==> src/rtl/core/sha_pkg.sv <==
// sha_pkg: shared constants, round table and sigma functions of the sha-256 engine
// used by sha256_stream_hash and sha_checker; no dependencies
`timescale 1ns / 1ps

package sha_pkg;

    localparam int WordWidth  = 32;
    localparam int ChainWords = 8;

    // command codes of the input item
    localparam logic [1:0] CmdAbsorb  = 2'd0;
    localparam logic [1:0] CmdFinish  = 2'd1;
    localparam logic [1:0] CmdRestart = 2'd2;

    // padding marker byte and the fill level of the last byte before the length field starts
    localparam logic [7:0] PadMarker  = 8'h80;
    localparam logic [5:0] LenStartM1 = 6'd55;
    localparam logic [5:0] LastFill   = 6'd63;
    localparam logic [5:0] LastRound  = 6'd63;

    localparam logic [2:0] LastWordIdx = 3'd7;

    function automatic logic [31:0] init_hash(input logic [2:0] idx);
        logic [31:0] val;
        unique case (idx)
            3'd0: val = 32'h6a09e667;
            3'd1: val = 32'hbb67ae85;
            3'd2: val = 32'h3c6ef372;
            3'd3: val = 32'ha54ff53a;
            3'd4: val = 32'h510e527f;
            3'd5: val = 32'h9b05688c;
            3'd6: val = 32'h1f83d9ab;
            3'd7: val = 32'h5be0cd19;
            default: val = 32'h0;
        endcase
        return val;
    endfunction

    function automatic logic [31:0] round_k(input logic [5:0] idx);
        logic [31:0] val;
        unique case (idx)
            6'd0:  val = 32'h428a2f98;
            6'd1:  val = 32'h71374491;
            6'd2:  val = 32'hb5c0fbcf;
            6'd3:  val = 32'he9b5dba5;
            6'd4:  val = 32'h3956c25b;
            6'd5:  val = 32'h59f111f1;
            6'd6:  val = 32'h923f82a4;
            6'd7:  val = 32'hab1c5ed5;
            6'd8:  val = 32'hd807aa98;
            6'd9:  val = 32'h12835b01;
            6'd10: val = 32'h243185be;
            6'd11: val = 32'h550c7dc3;
            6'd12: val = 32'h72be5d74;
            6'd13: val = 32'h80deb1fe;
            6'd14: val = 32'h9bdc06a7;
            6'd15: val = 32'hc19bf174;
            6'd16: val = 32'he49b69c1;
            6'd17: val = 32'hefbe4786;
            6'd18: val = 32'h0fc19dc6;
            6'd19: val = 32'h240ca1cc;
            6'd20: val = 32'h2de92c6f;
            6'd21: val = 32'h4a7484aa;
            6'd22: val = 32'h5cb0a9dc;
            6'd23: val = 32'h76f988da;
            6'd24: val = 32'h983e5152;
            6'd25: val = 32'ha831c66d;
            6'd26: val = 32'hb00327c8;
            6'd27: val = 32'hbf597fc7;
            6'd28: val = 32'hc6e00bf3;
            6'd29: val = 32'hd5a79147;
            6'd30: val = 32'h06ca6351;
            6'd31: val = 32'h14292967;
            6'd32: val = 32'h27b70a85;
            6'd33: val = 32'h2e1b2138;
            6'd34: val = 32'h4d2c6dfc;
            6'd35: val = 32'h53380d13;
            6'd36: val = 32'h650a7354;
            6'd37: val = 32'h766a0abb;
            6'd38: val = 32'h81c2c92e;
            6'd39: val = 32'h92722c85;
            6'd40: val = 32'ha2bfe8a1;
            6'd41: val = 32'ha81a664b;
            6'd42: val = 32'hc24b8b70;
            6'd43: val = 32'hc76c51a3;
            6'd44: val = 32'hd192e819;
            6'd45: val = 32'hd6990624;
            6'd46: val = 32'hf40e3585;
            6'd47: val = 32'h106aa070;
            6'd48: val = 32'h19a4c116;
            6'd49: val = 32'h1e376c08;
            6'd50: val = 32'h2748774c;
            6'd51: val = 32'h34b0bcb5;
            6'd52: val = 32'h391c0cb3;
            6'd53: val = 32'h4ed8aa4a;
            6'd54: val = 32'h5b9cca4f;
            6'd55: val = 32'h682e6ff3;
            6'd56: val = 32'h748f82ee;
            6'd57: val = 32'h78a5636f;
            6'd58: val = 32'h84c87814;
            6'd59: val = 32'h8cc70208;
            6'd60: val = 32'h90befffa;
            6'd61: val = 32'ha4506ceb;
            6'd62: val = 32'hbef9a3f7;
            6'd63: val = 32'hc67178f2;
            default: val = 32'h0;
        endcase
        return val;
    endfunction

    function automatic logic [31:0] big_sigma0(input logic [31:0] x);
        return {x[1:0], x[31:2]} ^ {x[12:0], x[31:13]} ^ {x[21:0], x[31:22]};
    endfunction

    function automatic logic [31:0] big_sigma1(input logic [31:0] x);
        return {x[5:0], x[31:6]} ^ {x[10:0], x[31:11]} ^ {x[24:0], x[31:25]};
    endfunction

    function automatic logic [31:0] small_sigma0(input logic [31:0] x);
        return {x[6:0], x[31:7]} ^ {x[17:0], x[31:18]} ^ {3'b000, x[31:3]};
    endfunction

    function automatic logic [31:0] small_sigma1(input logic [31:0] x);
        return {x[16:0], x[31:17]} ^ {x[18:0], x[31:19]} ^ {10'b0, x[31:10]};
    endfunction

endpackage

==> src/rtl/core/sha256_stream_hash.sv <==
// sha256_stream_hash: byte-serial sha-256 engine with one shared round unit
// depends on sha_pkg (round table, initial hash, sigma functions, command codes)
// an absorbed byte is taken while idle; the byte that fills a block starts 64 rounds and then the chain add
// finish: pad bytes to the block end, a second block when the fill is past 55; 8 words, 1 per cycle unless stalled
// a single round unit does 1 round per cycle; the input stalls in every state but idle
// reset: async active low, chain words load the initial hash, counts and flags clear
`timescale 1ns / 1ps

module sha256_stream_hash (
    input  logic        clk,
    input  logic        rst_n,
    // input item channel
    input  logic        cmd_valid,
    output logic        cmd_stall,
    input  logic [1:0]  command,
    input  logic [7:0]  data_byte,
    // digest word channel
    output logic        dig_valid,
    input  logic        dig_stall,
    output logic [31:0] digest_word,
    output logic [2:0]  word_index,
    output logic        last_word
);

    // sequencer states
    localparam logic [2:0] S_IDLE  = 3'd0;
    localparam logic [2:0] S_ROUND = 3'd1;
    localparam logic [2:0] S_ADD   = 3'd2;
    localparam logic [2:0] S_PAD   = 3'd3;
    localparam logic [2:0] S_EMIT  = 3'd4;

    // padding phases
    localparam logic [2:0] P_NONE = 3'd0;
    localparam logic [2:0] P_MARK = 3'd1;
    localparam logic [2:0] P_ZERO = 3'd2;
    localparam logic [2:0] P_LEN  = 3'd3;
    localparam logic [2:0] P_DONE = 3'd4;

    // control state
    logic [2:0]  state_reg, state_next;
    logic [2:0]  phase_reg, phase_next;
    logic [5:0]  rnd_reg, rnd_next;
    logic [5:0]  fill_reg, fill_next;
    logic [60:0] bytes_reg, bytes_next;
    logic        fin_reg, fin_next;
    logic [2:0]  len_cnt_reg, len_cnt_next;
    logic [2:0]  emit_cnt_reg, emit_cnt_next;
    logic        out_valid_reg, out_valid_next;
    logic [31:0] h_reg [sha_pkg::ChainWords];
    logic [31:0] h_next [sha_pkg::ChainWords];

    // payload state
    // block window: byte shift line while absorbing, 16-word schedule window during rounds
    logic [511:0] blk_reg, blk_next;
    logic [31:0]  v_reg [sha_pkg::ChainWords];
    logic [31:0]  v_next [sha_pkg::ChainWords];
    logic [31:0]  word_reg, word_next;
    logic [2:0]   idx_reg, idx_next;
    logic         last_reg, last_next;

    // round unit signals
    logic [31:0] w_cur;
    logic [31:0] w_new;
    logic [31:0] ch_val;
    logic [31:0] maj_val;
    logic [31:0] t1;
    logic [31:0] t2;

    // byte push path shared by absorb and padding
    logic        push_en;
    logic [7:0]  push_byte;
    logic [63:0] bit_len;
    logic [5:0]  len_sh;
    logic [7:0]  len_byte;
    logic        out_free;

    assign cmd_stall   = (state_reg != S_IDLE);
    assign dig_valid   = out_valid_reg;
    assign digest_word = word_reg;
    assign word_index  = idx_reg;
    assign last_word   = last_reg;

    assign out_free = !out_valid_reg || !dig_stall;

    // message length in bits, sent most significant byte first
    assign bit_len  = {bytes_reg, 3'b000};
    assign len_sh   = {~len_cnt_reg, 3'b000};
    assign len_byte = bit_len[len_sh +: 8];

    // schedule: window word 0 is w[t], the new word is w[t+16]
    assign w_cur = blk_reg[511:480];
    assign w_new = sha_pkg::small_sigma1(blk_reg[63:32]) + blk_reg[223:192]
                 + sha_pkg::small_sigma0(blk_reg[479:448]) + blk_reg[511:480];

    // one compression round
    assign ch_val  = (v_reg[4] & v_reg[5]) ^ (~v_reg[4] & v_reg[6]);
    assign maj_val = (v_reg[0] & v_reg[1]) ^ (v_reg[0] & v_reg[2]) ^ (v_reg[1] & v_reg[2]);
    assign t1 = v_reg[7] + sha_pkg::big_sigma1(v_reg[4]) + ch_val
              + sha_pkg::round_k(rnd_reg) + w_cur;
    assign t2 = sha_pkg::big_sigma0(v_reg[0]) + maj_val;

    always_comb
    begin
        state_next     = state_reg;
        phase_next     = phase_reg;
        rnd_next       = rnd_reg;
        fill_next      = fill_reg;
        bytes_next     = bytes_reg;
        fin_next       = fin_reg;
        len_cnt_next   = len_cnt_reg;
        emit_cnt_next  = emit_cnt_reg;
        out_valid_next = out_valid_reg && dig_stall;
        h_next         = h_reg;
        blk_next       = blk_reg;
        v_next         = v_reg;
        word_next      = word_reg;
        idx_next       = idx_reg;
        last_next      = last_reg;
        push_en        = 1'b0;
        push_byte      = 8'h00;

        unique case (state_reg)
            S_IDLE:
            begin
                if (cmd_valid)
                begin
                    unique case (command)
                        sha_pkg::CmdAbsorb:
                        begin
                            // bytes after finish are dropped
                            if (!fin_reg)
                            begin
                                push_en    = 1'b1;
                                push_byte  = data_byte;
                                bytes_next = bytes_reg + 61'd1;
                            end
                        end
                        sha_pkg::CmdFinish:
                        begin
                            if (fin_reg)
                            begin
                                // digest already final, send it again
                                state_next    = S_EMIT;
                                emit_cnt_next = 3'd0;
                            end
                            else
                            begin
                                state_next   = S_PAD;
                                phase_next   = P_MARK;
                                len_cnt_next = 3'd0;
                                fin_next     = 1'b1;
                            end
                        end
                        sha_pkg::CmdRestart:
                        begin
                            for (int i = 0; i < sha_pkg::ChainWords; i++)
                            begin
                                h_next[i] = sha_pkg::init_hash(3'(i));
                            end
                            fill_next  = 6'd0;
                            bytes_next = 61'd0;
                            fin_next   = 1'b0;
                        end
                        default:
                        begin
                            // unused command code, no effect
                        end
                    endcase
                end
            end

            S_ROUND:
            begin
                v_next[7] = v_reg[6];
                v_next[6] = v_reg[5];
                v_next[5] = v_reg[4];
                v_next[4] = v_reg[3] + t1;
                v_next[3] = v_reg[2];
                v_next[2] = v_reg[1];
                v_next[1] = v_reg[0];
                v_next[0] = t1 + t2;
                blk_next  = {blk_reg[479:0], w_new};
                rnd_next  = rnd_reg + 6'd1;
                if (rnd_reg == sha_pkg::LastRound)
                begin
                    state_next = S_ADD;
                end
            end

            S_ADD:
            begin
                for (int i = 0; i < sha_pkg::ChainWords; i++)
                begin
                    h_next[i] = h_reg[i] + v_reg[i];
                end
                if (phase_reg == P_DONE)
                begin
                    state_next    = S_EMIT;
                    phase_next    = P_NONE;
                    emit_cnt_next = 3'd0;
                end
                else if (phase_reg == P_NONE)
                begin
                    state_next = S_IDLE;
                end
                else
                begin
                    state_next = S_PAD;
                end
            end

            S_PAD:
            begin
                push_en = 1'b1;
                unique case (phase_reg)
                    P_MARK:
                    begin
                        push_byte  = sha_pkg::PadMarker;
                        phase_next = (fill_reg == sha_pkg::LenStartM1) ? P_LEN : P_ZERO;
                    end
                    P_ZERO:
                    begin
                        push_byte  = 8'h00;
                        phase_next = (fill_reg == sha_pkg::LenStartM1) ? P_LEN : P_ZERO;
                    end
                    P_LEN:
                    begin
                        push_byte    = len_byte;
                        len_cnt_next = len_cnt_reg + 3'd1;
                        if (len_cnt_reg == 3'd7)
                        begin
                            phase_next = P_DONE;
                        end
                    end
                    default:
                    begin
                        push_byte = 8'h00;
                    end
                endcase
            end

            S_EMIT:
            begin
                if (out_free)
                begin
                    out_valid_next = 1'b1;
                    word_next      = h_reg[emit_cnt_reg];
                    idx_next       = emit_cnt_reg;
                    last_next      = (emit_cnt_reg == sha_pkg::LastWordIdx);
                    if (emit_cnt_reg == sha_pkg::LastWordIdx)
                    begin
                        state_next = S_IDLE;
                    end
                    else
                    begin
                        emit_cnt_next = emit_cnt_reg + 3'd1;
                    end
                end
            end

            default:
            begin
                state_next = S_IDLE;
            end
        endcase

        // a byte into the block; the 64th starts the compression
        if (push_en)
        begin
            blk_next  = {blk_reg[503:0], push_byte};
            fill_next = fill_reg + 6'd1;
            if (fill_reg == sha_pkg::LastFill)
            begin
                state_next = S_ROUND;
                rnd_next   = 6'd0;
                v_next     = h_reg;
            end
        end
    end

    always_ff @(posedge clk or negedge rst_n)
    begin
        if (!rst_n)
        begin
            state_reg     <= S_IDLE;
            phase_reg     <= P_NONE;
            rnd_reg       <= 6'd0;
            fill_reg      <= 6'd0;
            bytes_reg     <= 61'd0;
            fin_reg       <= 1'b0;
            len_cnt_reg   <= 3'd0;
            emit_cnt_reg  <= 3'd0;
            out_valid_reg <= 1'b0;
            for (int i = 0; i < sha_pkg::ChainWords; i++)
            begin
                h_reg[i] <= sha_pkg::init_hash(3'(i));
            end
        end
        else
        begin
            state_reg     <= state_next;
            phase_reg     <= phase_next;
            rnd_reg       <= rnd_next;
            fill_reg      <= fill_next;
            bytes_reg     <= bytes_next;
            fin_reg       <= fin_next;
            len_cnt_reg   <= len_cnt_next;
            emit_cnt_reg  <= emit_cnt_next;
            out_valid_reg <= out_valid_next;
            h_reg         <= h_next;
        end
    end

    always_ff @(posedge clk)
    begin
        blk_reg  <= blk_next;
        v_reg    <= v_next;
        word_reg <= word_next;
        idx_reg  <= idx_next;
        last_reg <= last_next;
    end

endmodule

==> config.mk <==
export PLATFORM = sky130hd
export DESIGN_NAME = sha256_stream_hash
export DESIGN_NICKNAME = d
export VERILOG_FILES = /design/src/rtl/core/sha_pkg.sv /design/src/rtl/core/sha256_stream_hash.sv
export SDC_FILE = /design/constraint.sdc
export NUM_CORES = 2
export LEC_CHECK = 0
export ABC_AREA = 1
export CORE_MARGIN = 2
export CORE_UTILIZATION = 45
export CTS_CLUSTER_DIAMETER = 50
export DETAILED_ROUTE_END_ITERATION = 12
export DONT_BUFFER_PORTS = 1
export PLACE_DENSITY = 0.68
export REMOVE_ABC_BUFFERS = 1
export SYNTH_ARGS = -nofsm -noshare
export SYNTH_HDL_FRONTEND = slang
export SYNTH_SLANG_ARGS = --single-unit
==> constraint.sdc <==
create_clock -name clk -period 12.5 [get_ports clk]
set_clock_uncertainty 0.15 [all_clocks]
set_input_delay 2.5 -clock clk [delete_from_list [all_inputs] [get_ports clk]]
set_output_delay 2.5 -clock clk [all_outputs]
set_load 0.05 [all_outputs]
==> flow_summary.toml <==
[timing]
max_slew_margin = 0.0646
hold_viol = 0
slew_viol_final = 0
fmax_mhz = 112
fin_crit_sh = 0.712
rsz0062_at_grt = "no"
fin_tns_setup_ns = 0
setup_viol_count_final = 0
worst-slew-pin-transition_ns = 1.40
finalWorstPathRequiredPeriod_ns = 8.89

[place]
port_buffers = 0
place_congestion = 1.03
hpwl_um = 256000

[logic_synthesis]
postSynthCellCount = 10900
synth_top_flop_cell = "edfxtp_1"
async_reset_ff_frac = 0.299
synth.distinct_cells = 67
avgSynthCellArea_um2 = 7.52
syn-cell-area_um2 = 82100
yosysSeqAreaShare = 0.370
synth_seq_cells = 1147
ys_warn_count = 0
synth-edff-count = 548

[grt]
grt_max_degree = 344
grt_use_met3 = 0.0832
grt.met2_usage = 0.528
antenna_found_initial = 11
top_usage_layer = "met2"
grt_use_total = 0.351
grt_remaining_overflow = 0
grt_util_met1 = 0.482
grt_pass1_wl_um = 486000
grt_pass1_vias = 73300

[cells_and_area]
drive_gt1_frac = 0.0514
layout_common_cells = "nand2_1, inv_1, o21ai_0, a21oi_1, nor2_1"
layout_commonest_cell = "nand2_1"
utilization = 0.496
largest_register_ff_count = 512
nets = 11300
syn_to_final_growth_pct = 9.34

[detailed_routing]
antenna_left = 0
wl_per_cell_um = 25.2
routed_via_density = 5.84
drt-pass1-iter-count = 8
drt_iter0_drc = 8929
drcViolationCount = 0
wl_um = 333000
vias = 77100

[setup_path]
slowest_delay_ns = 0.73
r2r_slack_ns = 3.61
cpMaxStageDelayCell = "dfrtp_1"
timing.rr.start = "rnd_reg[1]$_DFF_PN0_"
rr_endpoint = "v_reg[244]$_DFF_P_"
critPathMostFrequentCell = "nand2_1"
crit_path_end_kind = "flip-flop"
path_max_fanout = 12
worstPathArrival_ns = 9.41
ff2ff_path_depth = 35
path_class = "flip-flop to flip-flop"
start_kind = "flip-flop"
crit_required_ns = 13.01

[clock_tree]
cts.reportedPaths.clkPinSlew_ns = 0.06
clk-insertion-delay-late_ns = 0.84
clk_path_buf_depth = 3
tritoncts = "built"
clock-root-buffer = "clkbuf_16"
cts_hold_buffers = 0
numCtsBuffers = 166
cts.sinks = 1147
post_cts_buffers = 0
cts_max_level = 4
post_cts_resized = 0

[floorplan]
io_pins = 52
fp-row-count = 156
dieWidth_um = 431
coreArea_um2 = 181000
initial_core_util = 0.454
die-height_um = 431
die-area_um2 = 186000

[status]
status = "completed"

[flow_run]
maxCapViolations = 0

[min_path]
min_from = "h_reg[224]$_DFFE_PN1P_"
hold_end = "h_reg[224]$_DFFE_PN1P_"
hp-class = "flip-flop to flip-flop"
hold_depth = 2
through the flow:
stage | instance area, µm² | hold slack (ns) | setup WS [ns] | std cells
after CTS | 89700 | 0.349 | 3.86 | 13200
after floorplan | 80400 | 0.310 | -25.61 | 10500
after global routing | 89700 | 0.369 | 2.96 | 13200
after detailed placement | 84000 | 0.340 | 3.89 | 12900
final | 89700 | 0.349 | 3.61 | 13200
after global placement | 84000 | 0.329 | 3.80 | 12900
Yosys cell counts, types with 38 or more instances:
cell / instances / area (µm²)
nand2_1: 2831 / 10600
inv_1: 1481 / 5560
o21ai_0: 1135 / 5680
a21oi_1: 759 / 3800
nor2_1: 645 / 2420
edfxtp_1: 548 / 16500
ha_1: 405 / 5070
clkbuf_1: 381 / 1430
nand3_1: 362 / 1810
dfxtp_1: 256 / 5120
xor2_1: 224 / 1960
dfrtp_1: 207 / 5180
fa_1: 195 / 3900
xnor2_1: 188 / 1650
o211ai_1: 175 / 1310
dfstp_2: 136 / 3570
nor3_1: 133 / 666
a31oi_1: 118 / 738
o22ai_1: 104 / 651
nand4_1: 86 / 538
o21bai_1: 69 / 518
a21o_1: 66 / 495
a221oi_1: 38 / 333
kinds of logic (layout without fill, tap and decap cells):
family,count (synthesis),in the layout,synth area share
flops,1147,1147,0.370
buf+inv,1934,1867,0.0889
mux,11,11,0.00134
compound gates,2639,2639,0.182
simple gates,4162,4162,0.205
xor+xnor,412,412,0.0440
other cells,0,5,0
fa+ha+maj,600,600,0.109
worst max-delay path, delay by kind of cell (launching register included):
| kind | cells | cell delay [ns] |
|---|---|---|
| adder cells (fa/ha/maj) | 5 | 2.04 |
| flip-flops | 1 | 0.73 |
| XOR/XNOR | 1 | 0.37 |
| buffers and inverters | 6 | 1.01 |
| AO/OA/AOI/OAI | 6 | 1.33 |
| AND/OR/NAND/NOR | 17 | 3.08 |
area by class of cell:
class                   instances  area, µm²
flip-flops and latches       1147      30300
repair buffers                 72        613
diodes                          5       12.5
inverters                    1490       5630
well taps                    2370       2970
clock buffers                 198       4420
fillers                     17800      91200
multi-input cells            7824      44500
clock inverters               107       1260
worst max path at each step:
stage	from	cells past startpoint	to	slack (ns)
2_1_floorplan	command[0]	6	blk_reg[0]$_DFFE_PP_	-25.61
3_3_place_gp	rnd_reg[4]$_DFF_PN0_	37	v_reg[254]$_DFF_P_	3.80
3_5_place_dp	rnd_reg[0]$_DFF_PN0_	35	v_reg[244]$_DFF_P_	3.89
4_1_cts	rnd_reg[0]$_DFF_PN0_	35	v_reg[244]$_DFF_P_	3.86
5_1_grt	rnd_reg[1]$_DFF_PN0_	35	v_reg[244]$_DFF_P_	2.96
6_report	rnd_reg[1]$_DFF_PN0_	35	v_reg[244]$_DFF_P_	3.61
metal layers:
metal | routed length, µm | up-vias
met5 | 34 | -
met3 | 31600 | 646
met4 | 15800 | 6
met1 | 143000 | 37100
met2 | 142000 | 3489
li1 | - | 35900
Power is not shown: default switching activity piles up to over one toggle a cycle in this logic, so the estimate is an artifact.
